### config.mk
export PLATFORM = sky130hd
export DESIGN_NAME = hsv_to_rgb_converter
export DESIGN_NICKNAME = d
export VERILOG_FILES = /design/src/hw/rtl/hsv2rgb_pkg.sv /design/src/hw/rtl/hsv2rgb_prep.sv /design/src/hw/rtl/hsv2rgb_comp.sv /design/src/hw/rtl/hsv2rgb_scale.sv /design/src/hw/rtl/hsv_to_rgb_converter.sv
export VERILOG_INCLUDE_DIRS = /design/src /design/src/hw/rtl
export SDC_FILE = /design/constraint.sdc
export NUM_CORES = 2
export LEC_CHECK = 0
export BUFFER_PORTS_ARGS = -buffer_cell sky130_fd_sc_hd__clkbuf_2
export CORE_MARGIN = 5
export CORE_UTILIZATION = 45
export CTS_CLUSTER_SIZE = 10
export DETAILED_ROUTE_END_ITERATION = 8
export PLACE_DENSITY = 0.64
export SYNTH_ARGS = -nofsm -noshare
export SYNTH_HDL_FRONTEND = slang
export SYNTH_SLANG_ARGS = --single-unit
### constraint.sdc
create_clock -name i_clk -period 6.45 [get_ports i_clk]
set_clock_uncertainty 0.2 [all_clocks]
set_input_delay 1.6125 -clock i_clk [delete_from_list [all_inputs] [get_ports i_clk]]
set_output_delay 1.6125 -clock i_clk [all_outputs]
set_load 0.02 [all_outputs]
### src/hw/rtl/assert_macros.svh
// assertion macros for the rtl files of the hsv to rgb converter
// no dependencies; included by files that carry concurrent assertions
`ifndef ASSERT_MACROS_SVH
`define ASSERT_MACROS_SVH

// same-cycle implication, disabled while reset is asserted
`define ASSERT_IMPLIES(label, clk, rst_n, ante, cons, msg) \
    label: assert property (@(posedge clk) disable iff (!(rst_n)) \
        (ante) |-> (cons)) else $error(msg);

// delayed implication; the delay is given by the dly argument
`define ASSERT_DELAYED(label, clk, rst_n, ante, dly, cons, msg) \
    label: assert property (@(posedge clk) disable iff (!(rst_n)) \
        (ante) |-> ##dly (cons)) else $error(msg);

`endif

### src/hw/rtl/hsv2rgb_pkg.sv
// types and constants of the hsv to rgb converter
// no dependencies; used by every module of the block
package hsv2rgb_pkg;

    // input word: one pixel in hsv
    typedef struct packed {
        logic [8:0] hue;
        logic [6:0] saturation;
        logic [6:0] brightness;
    } t_hsv_word;

    // output word: one pixel in rgb
    typedef struct packed {
        logic [7:0] red;
        logic [7:0] green;
        logic [7:0] blue;
        logic       range_error;
    } t_rgb_word;

    // 60-degree hue sectors
    typedef enum logic [2:0] {
        SECTOR_RED_YEL,
        SECTOR_YEL_GRN,
        SECTOR_GRN_CYN,
        SECTOR_CYN_BLU,
        SECTOR_BLU_MAG,
        SECTOR_MAG_RED
    } t_sector;

    // limits of valid inputs
    localparam logic [8:0] HUE_MAX = 9'd360;
    localparam logic [6:0] PCT_MAX = 7'd100;

    // hue sector boundaries in degrees
    localparam logic [8:0] HUE_60  = 9'd60;
    localparam logic [8:0] HUE_120 = 9'd120;
    localparam logic [8:0] HUE_180 = 9'd180;
    localparam logic [8:0] HUE_240 = 9'd240;
    localparam logic [8:0] HUE_300 = 9'd300;

    // width of the 1/600000 fixed-point quantities (max 600000)
    localparam int FX_W = 20;

    // chroma = s*v*60, offset = v*6000 - chroma
    localparam logic [FX_W-1:0] CHROMA_MUL = FX_W'(60);
    localparam logic [FX_W-1:0] OFFSET_MUL = FX_W'(6000);

    // floor(n*255/600000) = (n * SCALE_MUL) >> SCALE_SHIFT, exact for n <= 600000
    localparam int               SCALE_SHIFT = 40;
    localparam int               SCALE_MUL_W = 29;
    localparam logic [SCALE_MUL_W-1:0] SCALE_MUL = 29'd467292447;
    localparam int               PROD_W = FX_W + SCALE_MUL_W;

    // stage 1 to stage 2
    typedef struct packed {
        logic [13:0] sv;
        logic [5:0]  x_weight;
        t_sector     sector;
        logic [6:0]  brightness;
        logic        range_error;
    } t_prep;

    // stage 3 to stage 4
    typedef struct packed {
        logic [FX_W-1:0] red_sum;
        logic [FX_W-1:0] green_sum;
        logic [FX_W-1:0] blue_sum;
        logic            range_error;
    } t_sum;

endpackage

### src/hw/rtl/hsv2rgb_prep.sv
// stage 1: range check, hue sector, secondary weight and s*v product
// depends on hsv2rgb_pkg
module hsv2rgb_prep (
    input  logic                   i_clk,
    input  logic                   i_rst_n,
    input  logic                   i_valid,
    input  hsv2rgb_pkg::t_hsv_word i_word,
    output logic                   o_valid,
    output hsv2rgb_pkg::t_prep     o_prep
);

    logic                 r_valid;
    hsv2rgb_pkg::t_prep   r_prep;
    hsv2rgb_pkg::t_prep   n_prep;
    logic [8:0]           w_hue_off;
    logic [6:0]           w_hue_in;

    // range check, sector pick and hue offset within a 120-degree pair
    always_comb begin
        n_prep.range_error = (i_word.hue > hsv2rgb_pkg::HUE_MAX)
                          || (i_word.saturation > hsv2rgb_pkg::PCT_MAX)
                          || (i_word.brightness > hsv2rgb_pkg::PCT_MAX);
        priority if (i_word.hue < hsv2rgb_pkg::HUE_60) begin
            n_prep.sector = hsv2rgb_pkg::SECTOR_RED_YEL;
            w_hue_off     = i_word.hue;
        end else if (i_word.hue < hsv2rgb_pkg::HUE_120) begin
            n_prep.sector = hsv2rgb_pkg::SECTOR_YEL_GRN;
            w_hue_off     = i_word.hue;
        end else if (i_word.hue < hsv2rgb_pkg::HUE_180) begin
            n_prep.sector = hsv2rgb_pkg::SECTOR_GRN_CYN;
            w_hue_off     = i_word.hue - hsv2rgb_pkg::HUE_120;
        end else if (i_word.hue < hsv2rgb_pkg::HUE_240) begin
            n_prep.sector = hsv2rgb_pkg::SECTOR_CYN_BLU;
            w_hue_off     = i_word.hue - hsv2rgb_pkg::HUE_120;
        end else if (i_word.hue < hsv2rgb_pkg::HUE_300) begin
            n_prep.sector = hsv2rgb_pkg::SECTOR_BLU_MAG;
            w_hue_off     = i_word.hue - hsv2rgb_pkg::HUE_240;
        end else begin
            n_prep.sector = hsv2rgb_pkg::SECTOR_MAG_RED;
            w_hue_off     = i_word.hue - hsv2rgb_pkg::HUE_240;
        end
        w_hue_in = w_hue_off[6:0];
        // weight of x: 60 - |t - 60|, a triangle over the pair
        if (w_hue_in < hsv2rgb_pkg::HUE_60[6:0]) begin
            n_prep.x_weight = w_hue_in[5:0];
        end else begin
            n_prep.x_weight = 6'(hsv2rgb_pkg::HUE_120[6:0] - w_hue_in);
        end
        n_prep.sv         = 14'(i_word.saturation) * 14'(i_word.brightness);
        n_prep.brightness = i_word.brightness;
    end

    // valid bit
    always_ff @(posedge i_clk) begin
        if (!i_rst_n) begin
            r_valid <= 1'b0;
        end else begin
            r_valid <= i_valid;
        end
    end

    // payload
    always_ff @(posedge i_clk) begin
        r_prep <= n_prep;
    end

    assign o_valid = r_valid;
    assign o_prep  = r_prep;

endmodule

### src/hw/rtl/hsv2rgb_comp.sv
// stages 2 and 3: chroma, secondary and offset, then sector routing and sums
// depends on hsv2rgb_pkg
module hsv2rgb_comp (
    input  logic               i_clk,
    input  logic               i_rst_n,
    input  logic               i_valid,
    input  hsv2rgb_pkg::t_prep i_prep,
    output logic               o_valid,
    output hsv2rgb_pkg::t_sum  o_sum
);

    localparam int W = hsv2rgb_pkg::FX_W;

    logic                  r_valid2;
    logic                  r_valid3;
    logic [W-1:0]          r_cn;
    logic [W-1:0]          r_xn;
    logic [W-1:0]          r_mn;
    hsv2rgb_pkg::t_sector  r_sector;
    logic                  r_err2;
    logic [W-1:0]          n_cn;
    logic [W-1:0]          n_xn;
    logic [W-1:0]          n_mn;
    logic [W-1:0]          w_red;
    logic [W-1:0]          w_green;
    logic [W-1:0]          w_blue;
    hsv2rgb_pkg::t_sum     r_sum;
    hsv2rgb_pkg::t_sum     n_sum;

    // chroma, secondary and offset in units of 1/600000
    always_comb begin
        n_cn = W'(i_prep.sv) * hsv2rgb_pkg::CHROMA_MUL;
        n_xn = W'(i_prep.sv) * W'(i_prep.x_weight);
        n_mn = W'(i_prep.brightness) * hsv2rgb_pkg::OFFSET_MUL - n_cn;
    end

    // route chroma and secondary by sector, add offset
    always_comb begin
        unique case (r_sector)
            hsv2rgb_pkg::SECTOR_RED_YEL: begin
                w_red = r_cn; w_green = r_xn; w_blue = '0;
            end
            hsv2rgb_pkg::SECTOR_YEL_GRN: begin
                w_red = r_xn; w_green = r_cn; w_blue = '0;
            end
            hsv2rgb_pkg::SECTOR_GRN_CYN: begin
                w_red = '0;   w_green = r_cn; w_blue = r_xn;
            end
            hsv2rgb_pkg::SECTOR_CYN_BLU: begin
                w_red = '0;   w_green = r_xn; w_blue = r_cn;
            end
            hsv2rgb_pkg::SECTOR_BLU_MAG: begin
                w_red = r_xn; w_green = '0;   w_blue = r_cn;
            end
            default: begin
                w_red = r_cn; w_green = '0;   w_blue = r_xn;
            end
        endcase
        n_sum.red_sum     = w_red + r_mn;
        n_sum.green_sum   = w_green + r_mn;
        n_sum.blue_sum    = w_blue + r_mn;
        n_sum.range_error = r_err2;
    end

    // valid bits of stages 2 and 3
    always_ff @(posedge i_clk) begin
        if (!i_rst_n) begin
            r_valid2 <= 1'b0;
            r_valid3 <= 1'b0;
        end else begin
            r_valid2 <= i_valid;
            r_valid3 <= r_valid2;
        end
    end

    // payload registers
    always_ff @(posedge i_clk) begin
        r_cn     <= n_cn;
        r_xn     <= n_xn;
        r_mn     <= n_mn;
        r_sector <= i_prep.sector;
        r_err2   <= i_prep.range_error;
        r_sum    <= n_sum;
    end

    assign o_valid = r_valid3;
    assign o_sum   = r_sum;

endmodule

### src/hw/rtl/hsv2rgb_scale.sv
// stage 4: scale each channel sum by 255/600000 with truncation, output register
// depends on hsv2rgb_pkg
module hsv2rgb_scale (
    input  logic                   i_clk,
    input  logic                   i_rst_n,
    input  logic                   i_valid,
    input  hsv2rgb_pkg::t_sum      i_sum,
    output logic                   o_valid,
    output hsv2rgb_pkg::t_rgb_word o_word
);

    localparam int PW = hsv2rgb_pkg::PROD_W;
    localparam int SH = hsv2rgb_pkg::SCALE_SHIFT;

    logic [PW-1:0]          w_prod_r;
    logic [PW-1:0]          w_prod_g;
    logic [PW-1:0]          w_prod_b;
    logic                   r_valid;
    hsv2rgb_pkg::t_rgb_word r_word;
    hsv2rgb_pkg::t_rgb_word n_word;

    // reciprocal multiply, the quotient is the byte above the shift; a range error gives zero colour
    always_comb begin
        w_prod_r = PW'(i_sum.red_sum)   * PW'(hsv2rgb_pkg::SCALE_MUL);
        w_prod_g = PW'(i_sum.green_sum) * PW'(hsv2rgb_pkg::SCALE_MUL);
        w_prod_b = PW'(i_sum.blue_sum)  * PW'(hsv2rgb_pkg::SCALE_MUL);
        n_word.range_error = i_sum.range_error;
        if (i_sum.range_error) begin
            n_word.red   = '0;
            n_word.green = '0;
            n_word.blue  = '0;
        end else begin
            n_word.red   = w_prod_r[SH +: 8];
            n_word.green = w_prod_g[SH +: 8];
            n_word.blue  = w_prod_b[SH +: 8];
        end
    end

    // output strobe
    always_ff @(posedge i_clk) begin
        if (!i_rst_n) begin
            r_valid <= 1'b0;
        end else begin
            r_valid <= i_valid;
        end
    end

    // output word
    always_ff @(posedge i_clk) begin
        r_word <= n_word;
    end

    assign o_valid = r_valid;
    assign o_word  = r_word;

endmodule

### src/hw/rtl/hsv_to_rgb_converter.sv
// hsv to rgb converter: each accepted word passes through every register stage in order to o_rgb
// throughput one pixel per clock; four register stages (prep, products, sums, scale)
// busy is always low: the pipeline never stalls, and each result shows for one cycle
// synchronous active-low reset clears the valid bits; words in flight are dropped
// depends on hsv2rgb_pkg, hsv2rgb_prep, hsv2rgb_comp, hsv2rgb_scale, assert_macros.svh
`include "assert_macros.svh"

module hsv_to_rgb_converter (
    input  logic                   i_clk,
    input  logic                   i_rst_n,
    input  logic                   start,
    output logic                   busy,
    input  hsv2rgb_pkg::t_hsv_word i_hsv,
    output logic                   o_valid,
    output hsv2rgb_pkg::t_rgb_word o_rgb
);

    logic               w_accept;
    logic               w_prep_valid;
    hsv2rgb_pkg::t_prep w_prep;
    logic               w_sum_valid;
    hsv2rgb_pkg::t_sum  w_sum;

    // the pipeline takes a word every cycle
    assign busy     = 1'b0;
    assign w_accept = start && !busy;

    hsv2rgb_prep u_prep (
        .i_clk   (i_clk),
        .i_rst_n (i_rst_n),
        .i_valid (w_accept),
        .i_word  (i_hsv),
        .o_valid (w_prep_valid),
        .o_prep  (w_prep)
    );

    hsv2rgb_comp u_comp (
        .i_clk   (i_clk),
        .i_rst_n (i_rst_n),
        .i_valid (w_prep_valid),
        .i_prep  (w_prep),
        .o_valid (w_sum_valid),
        .o_sum   (w_sum)
    );

    hsv2rgb_scale u_scale (
        .i_clk   (i_clk),
        .i_rst_n (i_rst_n),
        .i_valid (w_sum_valid),
        .i_sum   (w_sum),
        .o_valid (o_valid),
        .o_word  (o_rgb)
    );

    // every accepted word comes out as a result at o_valid
    `ASSERT_DELAYED(a_latency, i_clk, i_rst_n, w_accept, 4, o_valid, "result missing")
    // no result without an accepted word behind it
    `ASSERT_IMPLIES(a_no_extra, i_clk, i_rst_n, o_valid, $past(w_accept, 4), "spurious result")
    // a range error carries zero colour
    `ASSERT_IMPLIES(a_err_black, i_clk, i_rst_n, o_valid && o_rgb.range_error,
        (o_rgb.red == 8'd0) && (o_rgb.green == 8'd0) && (o_rgb.blue == 8'd0),
        "range error with colour")

endmodule

Yosys cells after proc, flatten, opt, wreduce, memory -nomap -nowiden

Index checks and enable logic that the tools add are counted.

Add/subtract/negate cells: 7
Multiply operators: 7
Magnitude comparators: 9
Equal/unequal tests: 4
Muxes and demuxes: 12
Reductions and logical operators: 11

Operators with widths:

| kind                   | number |
|---|---|
| $mul 20x29->48 const B | 3 |
| $pmux 20 s2            | 3 |
| $add 20x20->20         | 3 |
| $mux 7                 | 4 |
| $mul 14x6->20          | 1 |
| $sub 20x20->20         | 1 |
| $lt 9x8->1 const B     | 2 |
| $mul 14x4->18 const B  | 1 |
| $mul 7x9->16 const B   | 1 |
| $gt 7x7->1 const B     | 2 |
| $mul 7x7->14           | 1 |
| $reduce_or 2->1        | 7 |
| $sub 7x7->7 const B    | 2 |
| $gt 9x9->1 const B     | 1 |
| $lt 9x6->1 const B     | 1 |
| $lt 9x7->1 const B     | 1 |
| $lt 9x9->1 const B     | 1 |
| $lt 7x6->1 const B     | 1 |
| $eq 3x2->1 const B     | 2 |
| $mux 6                 | 1 |
| $sub 6x6->6 const A    | 1 |
| $mux 2                 | 2 |
| $reduce_or 4->1        | 1 |
| $eq 3x1->1 const B     | 1 |
| 4 further kinds        | 6 |

Register bits: 183
Output and inout bits: 27

Longest topological paths before layout

Word-level depth: 7
Mapped depth: 22
Depth with buffers taken out: 22

Modules after synthesis

From an unflattened synthesis, not the netlist that was laid out.

Cell total of the unflattened synthesis: 4665
Area, all modules: 44487.7 um2

Modules (own cells, without submodules):

| module               | times used | cells an instance | area an instance (um2) | sequential area each (um2) |
|---|---|---|---|---|
| hsv2rgb_scale        | 1          | 3177              | 30583.1                | 520.5 |
| hsv2rgb_comp         | 1          | 1185              | 11013.1                | 2442.3 |
| hsv2rgb_prep         | 1          | 301               | 2880.3                 | 640.6 |
| hsv_to_rgb_converter | 1          | 2                 | 11.3                   | 0.0 |

Least setup slack after synthesis

OpenSTA, ideal clock, no wires.

Kind: register -> register
Start point: register u_comp.r_sum (netlist bit u_comp.o_sum[3])
End point: register u_scale.r_word (netlist bit u_scale.o_word[7])
Setup time: 121 ps
Arrival time: 6167 ps
Required time: 6129 ps
Setup slack: -37 ps
Stages on the path, launching flop included: 21
Buffers on the path: 0
Clock period less this slack: 6487 ps
Cell sequence: dfxtp_1 > inv_1 > fa_1 > inv_1 > fa_1 > fa_1 > inv_1 > fa_1 > fa_1 > inv_1 > fa_1 > fa_1 > ha_1 > a21o_1 > a211o_1 > a41oi_1 > o22ai_1 > a2111oi_2 > nor2_1 > a21oi_1 > mux2_2

Cells in the longest elaborated chain, start to end: 1

Ends and longest elaborated chain:

| element                  | RTL line            | text |
|---|---|---|
| start: declaration       | hsv2rgb_comp.sv:27  | `hsv2rgb_pkg::t_sum r_sum;` |
| start signal: assignment | hsv2rgb_comp.sv:83  | `r_sum <= n_sum;` |
| $mul 20x29->48           | hsv2rgb_scale.sv:26 | `w_prod_b = PW'(i_sum.blue_sum) * PW'(hsv2rgb_pkg::SCALE_MUL);` |
| end signal: assignment   | hsv2rgb_scale.sv:50 | `r_word <= n_word;` |
| end: declaration         | hsv2rgb_scale.sv:19 | `hsv2rgb_pkg::t_rgb_word r_word;` |

No other way between the ends.
A chain may end at the register's enable or synchronous reset.

Worst setup path after layout

Start point: register u_comp.r_sum (netlist bit u_comp.o_sum[23])
End point: register u_scale.r_word (netlist bit u_scale.o_word[16])

Cells in the longest elaborated chain, start to end: 1

Ends and longest elaborated chain:

| element        | RTL line            | text |
|---|---|---|
| $mul 20x29->48 | hsv2rgb_scale.sv:25 | `w_prod_g = PW'(i_sum.green_sum) * PW'(hsv2rgb_pkg::SCALE_MUL);` |

No other way between the ends.

==> out/metrics.yaml <==
min_path:
  hold-path-cell-count: 0
  hp-class: "reg -> reg"
sta:
  rsz0062_at_grt: "yes"
  max_freq_mhz: 157
  holdWs_ns: 0.118
  worst_pin_slew_ns: 1.01
  hold_viol_final: 0
  slew_violations: 0
  maxSlewHeadroom_pct: 32.8
  period_minus_slack_ns: 6.39
  fin_crit_sh_pct: 99.1
  setup_viol: 0
  finalSetupTns_ns: 0
setup_path:
  slowest_stage: "fa_2"
  critical_path.max_fanout: 4
  critPathMaxStageDelay_ns: 0.58
  crit_type: "reg -> reg"
  path_delay_family: "adder cells"
  cp.depth: 20
  crit_required_ns: 6.63
  critPathMostFrequentCell: "fa_1"
  crit_path_cell_trace: "inv_1, fa_1, inv_1, fa_1, fa_1, inv_1, fa_1, fa_1, inv_1, fa_2, fa_1, ha_4, a21oi_1, o21bai_1, a221oi_2, o21ai_2, a41oi_4, a31oi_4, a31oi_1, mux2_1"
  cp-end-kind: "flop"
  rr_worst_depth: 20
  start_kind: "flop"
  worstPathArrival_ns: 6.57
  cp.buffers_inverters: 4
  r2r_slack_ns: 0.06
synthesis:
  netlist_area_um2: 43000
  ys.flop_type: "dfxtp_1"
  synth_top_cell_area_share_pct: 35.6
  yosys-top-cells-area: "fa_1, ha_1, inv_1, dfxtp_1, xnor2_1"
  ys_warn_count: 0
  ys_async_sr_fraction_pct: 0
  synth_cells: 4396
  synth_top_area_cell: "fa_1"
  ys_seq_area_share_pct: 8.39
  ys_ff_latch: 180
  synth_cell_types: 90
  synth-edff-count: 0
  syn_nets: 6087
  postSynthAreaPerCell_um2: 9.77
clocking:
  root_buffer: "clkbuf_16"
  insertion_delay_ns: 0.50
  numClockSinks: 180
  clkSlewWorstSetupHoldPaths_ns: 0.09
  cts_buffer_depth: 2
  cts_tree: "done"
  cts_made_buffers: 17
  htreeDepth: 4
die:
  die_w_um: 319
  row_count: 113
  dieArea_um2: 102000
  initial_core_util_pct: 45.3
  boundaryPins: 53
  core_area_um2: 94900
  die_h_um: 319
placed_design:
  post-dp-hpwl_um: 90100
  routabilityCongestion: 0.928
  place.port_buffers: 51
  place_inst: 5893
  placed_area_um2: 46300
global_routing:
  overflow: 0
  grt_max_degree: 31
  grt_pass1_vias: 31400
  antenna_found_initial: 0
  grt_util_all_layers_pct: 20.1
  grt_pass1_wl_um: 164000
job:
  cap_violations: 0
route:
  wl_per_cell_um: 17.0
  drc: 0
  drt_pass1_iterations: 5
  final_antenna_net_count: 0
  viasPerCell: 5.02
  num_vias: 29800
  wirelength_um: 101000
  first_iter_violations: 1573
final_layout:
  final_cell_mix: "inv_1, ha_1, fa_1, buf_4, dfxtp_1"
  syn_to_final_growth_pct: 10.8
  final_cells: 5933
  layout-drive-gt1-share_pct: 9.92
  layout.nets: 6346
  diodes: 0
  layout_commonest_cell: "inv_1"
  final_cell_area_um2: 47600
outcome:
  outcome: "finished clean"
-- cell families (layout without fill, tap and decap cells) --
kind of cell | after synthesis | in the layout | synth area share, %
multiplexers | 11 | 11 | 0.277
XOR/XNOR | 140 | 140 | 2.87
AND/OR/NAND/NOR | 575 | 575 | 6.73
AO/OA/AOI/OAI | 511 | 511 | 8.39
flip-flops | 180 | 180 | 8.39
adder cells (fa/ha/maj) | 1665 | 1665 | 61.9
other | 1 | 1 | 0.00873
buffers and inverters | 1313 | 1585 | 11.5
-- through the flow --
stage          utilization (%)  setup WS, ns
2_1_floorplan                -        0.0170
3_3_place_gp              48.8        -0.101
3_5_place_dp              48.8        -0.163
4_1_cts                   49.5      -0.00482
5_1_grt                   50.2        -0.208
6_report                  50.2        0.0606
-- repair_timing --
item | CTS | global route
gates resized for setup | 26 | 136
endpoints found under the hold margin | 0 | 0
cloned | 0 | 0
hold buffers | 0 | 0
buffers inserted | 1 | 10
setup endpoints to repair | 12 | 22
pin swaps | 15 | 61
-- routing by layer --
layer	wire [um]	vias to the layer above	track usage [%]
met3	4630	133	3.24
met5	0	-	0
met2	48900	546	34.2
met4	2630	0	5.37
met1	44700	14700	26.9
li1	-	14400	-
-- state kept, by name, indices dropped and copies added (netlist names), 3 cells and up --
register / cells
u_comp.r_sector: 3
u_comp.r_xn: 20
u_scale.o_word: 25
u_comp.r_cn: 18
u_prep.o_prep: 31
u_comp.r_mn: 17
u_comp.o_sum: 61
-- worst paths after layout --
| check | end | start |
|---|---|---|
| max | u_scale.o_word[16] | u_comp.o_sum[23] |
| min | u_comp.r_err2 | u_prep.o_prep[0] |
| max reg2reg | u_scale.o_word[16] | u_comp.o_sum[23] |
| min reg2reg | u_comp.r_err2 | u_prep.o_prep[0] |
-- area by class of cell --
| class | count | area (um^2) |
|---|---|---|
| inverters | 1288 | 4830 |
| clock buffers | 18 | 429 |
| well taps | 1265 | 1580 |
| clock inverters | 14 | 215 |
| fillers | 8677 | 47200 |
| multi-input cells | 2903 | 35000 |
| repair buffers | 265 | 1910 |
| flip-flops and latches | 180 | 3630 |
-- Yosys cell counts (all sizes together) (6+ instances only) --
library cell     n
a2111oi         11
a211o            6
a211oi          21
a21o            73
a21oi          124
a221oi          10
a22o            50
a22oi            8
a311oi           6
a31oi           16
and2            73
and3            18
clkbuf          20
dfxtp          180
fa             765
ha             900
inv           1288
mux2             7
nand2          161
nand2b          11
nand3           41
nand4           21
nor2           117
nor2b           22
nor3            57
nor4            10
o211ai          15
o21a            27
o21ai           61
o21bai          23
o31ai           10
or2             12
or3             11
xnor2          104
xor2            36
-- worst register-to-register path, delay by kind of cell (launching register included) --
kind / cells / cell delay [ns]
muxes: 1 / 0.35
AOI/OAI and AO/OA: 7 / 1.32
adders and majority gates: 8 / 3.82
DFF: 1 / 0.34
buffers and inverters: 4 / 0.24
Power is left out: the tool's default activity adds up to more than one toggle a clock period on the data nets, which glitch-free logic cannot reach.
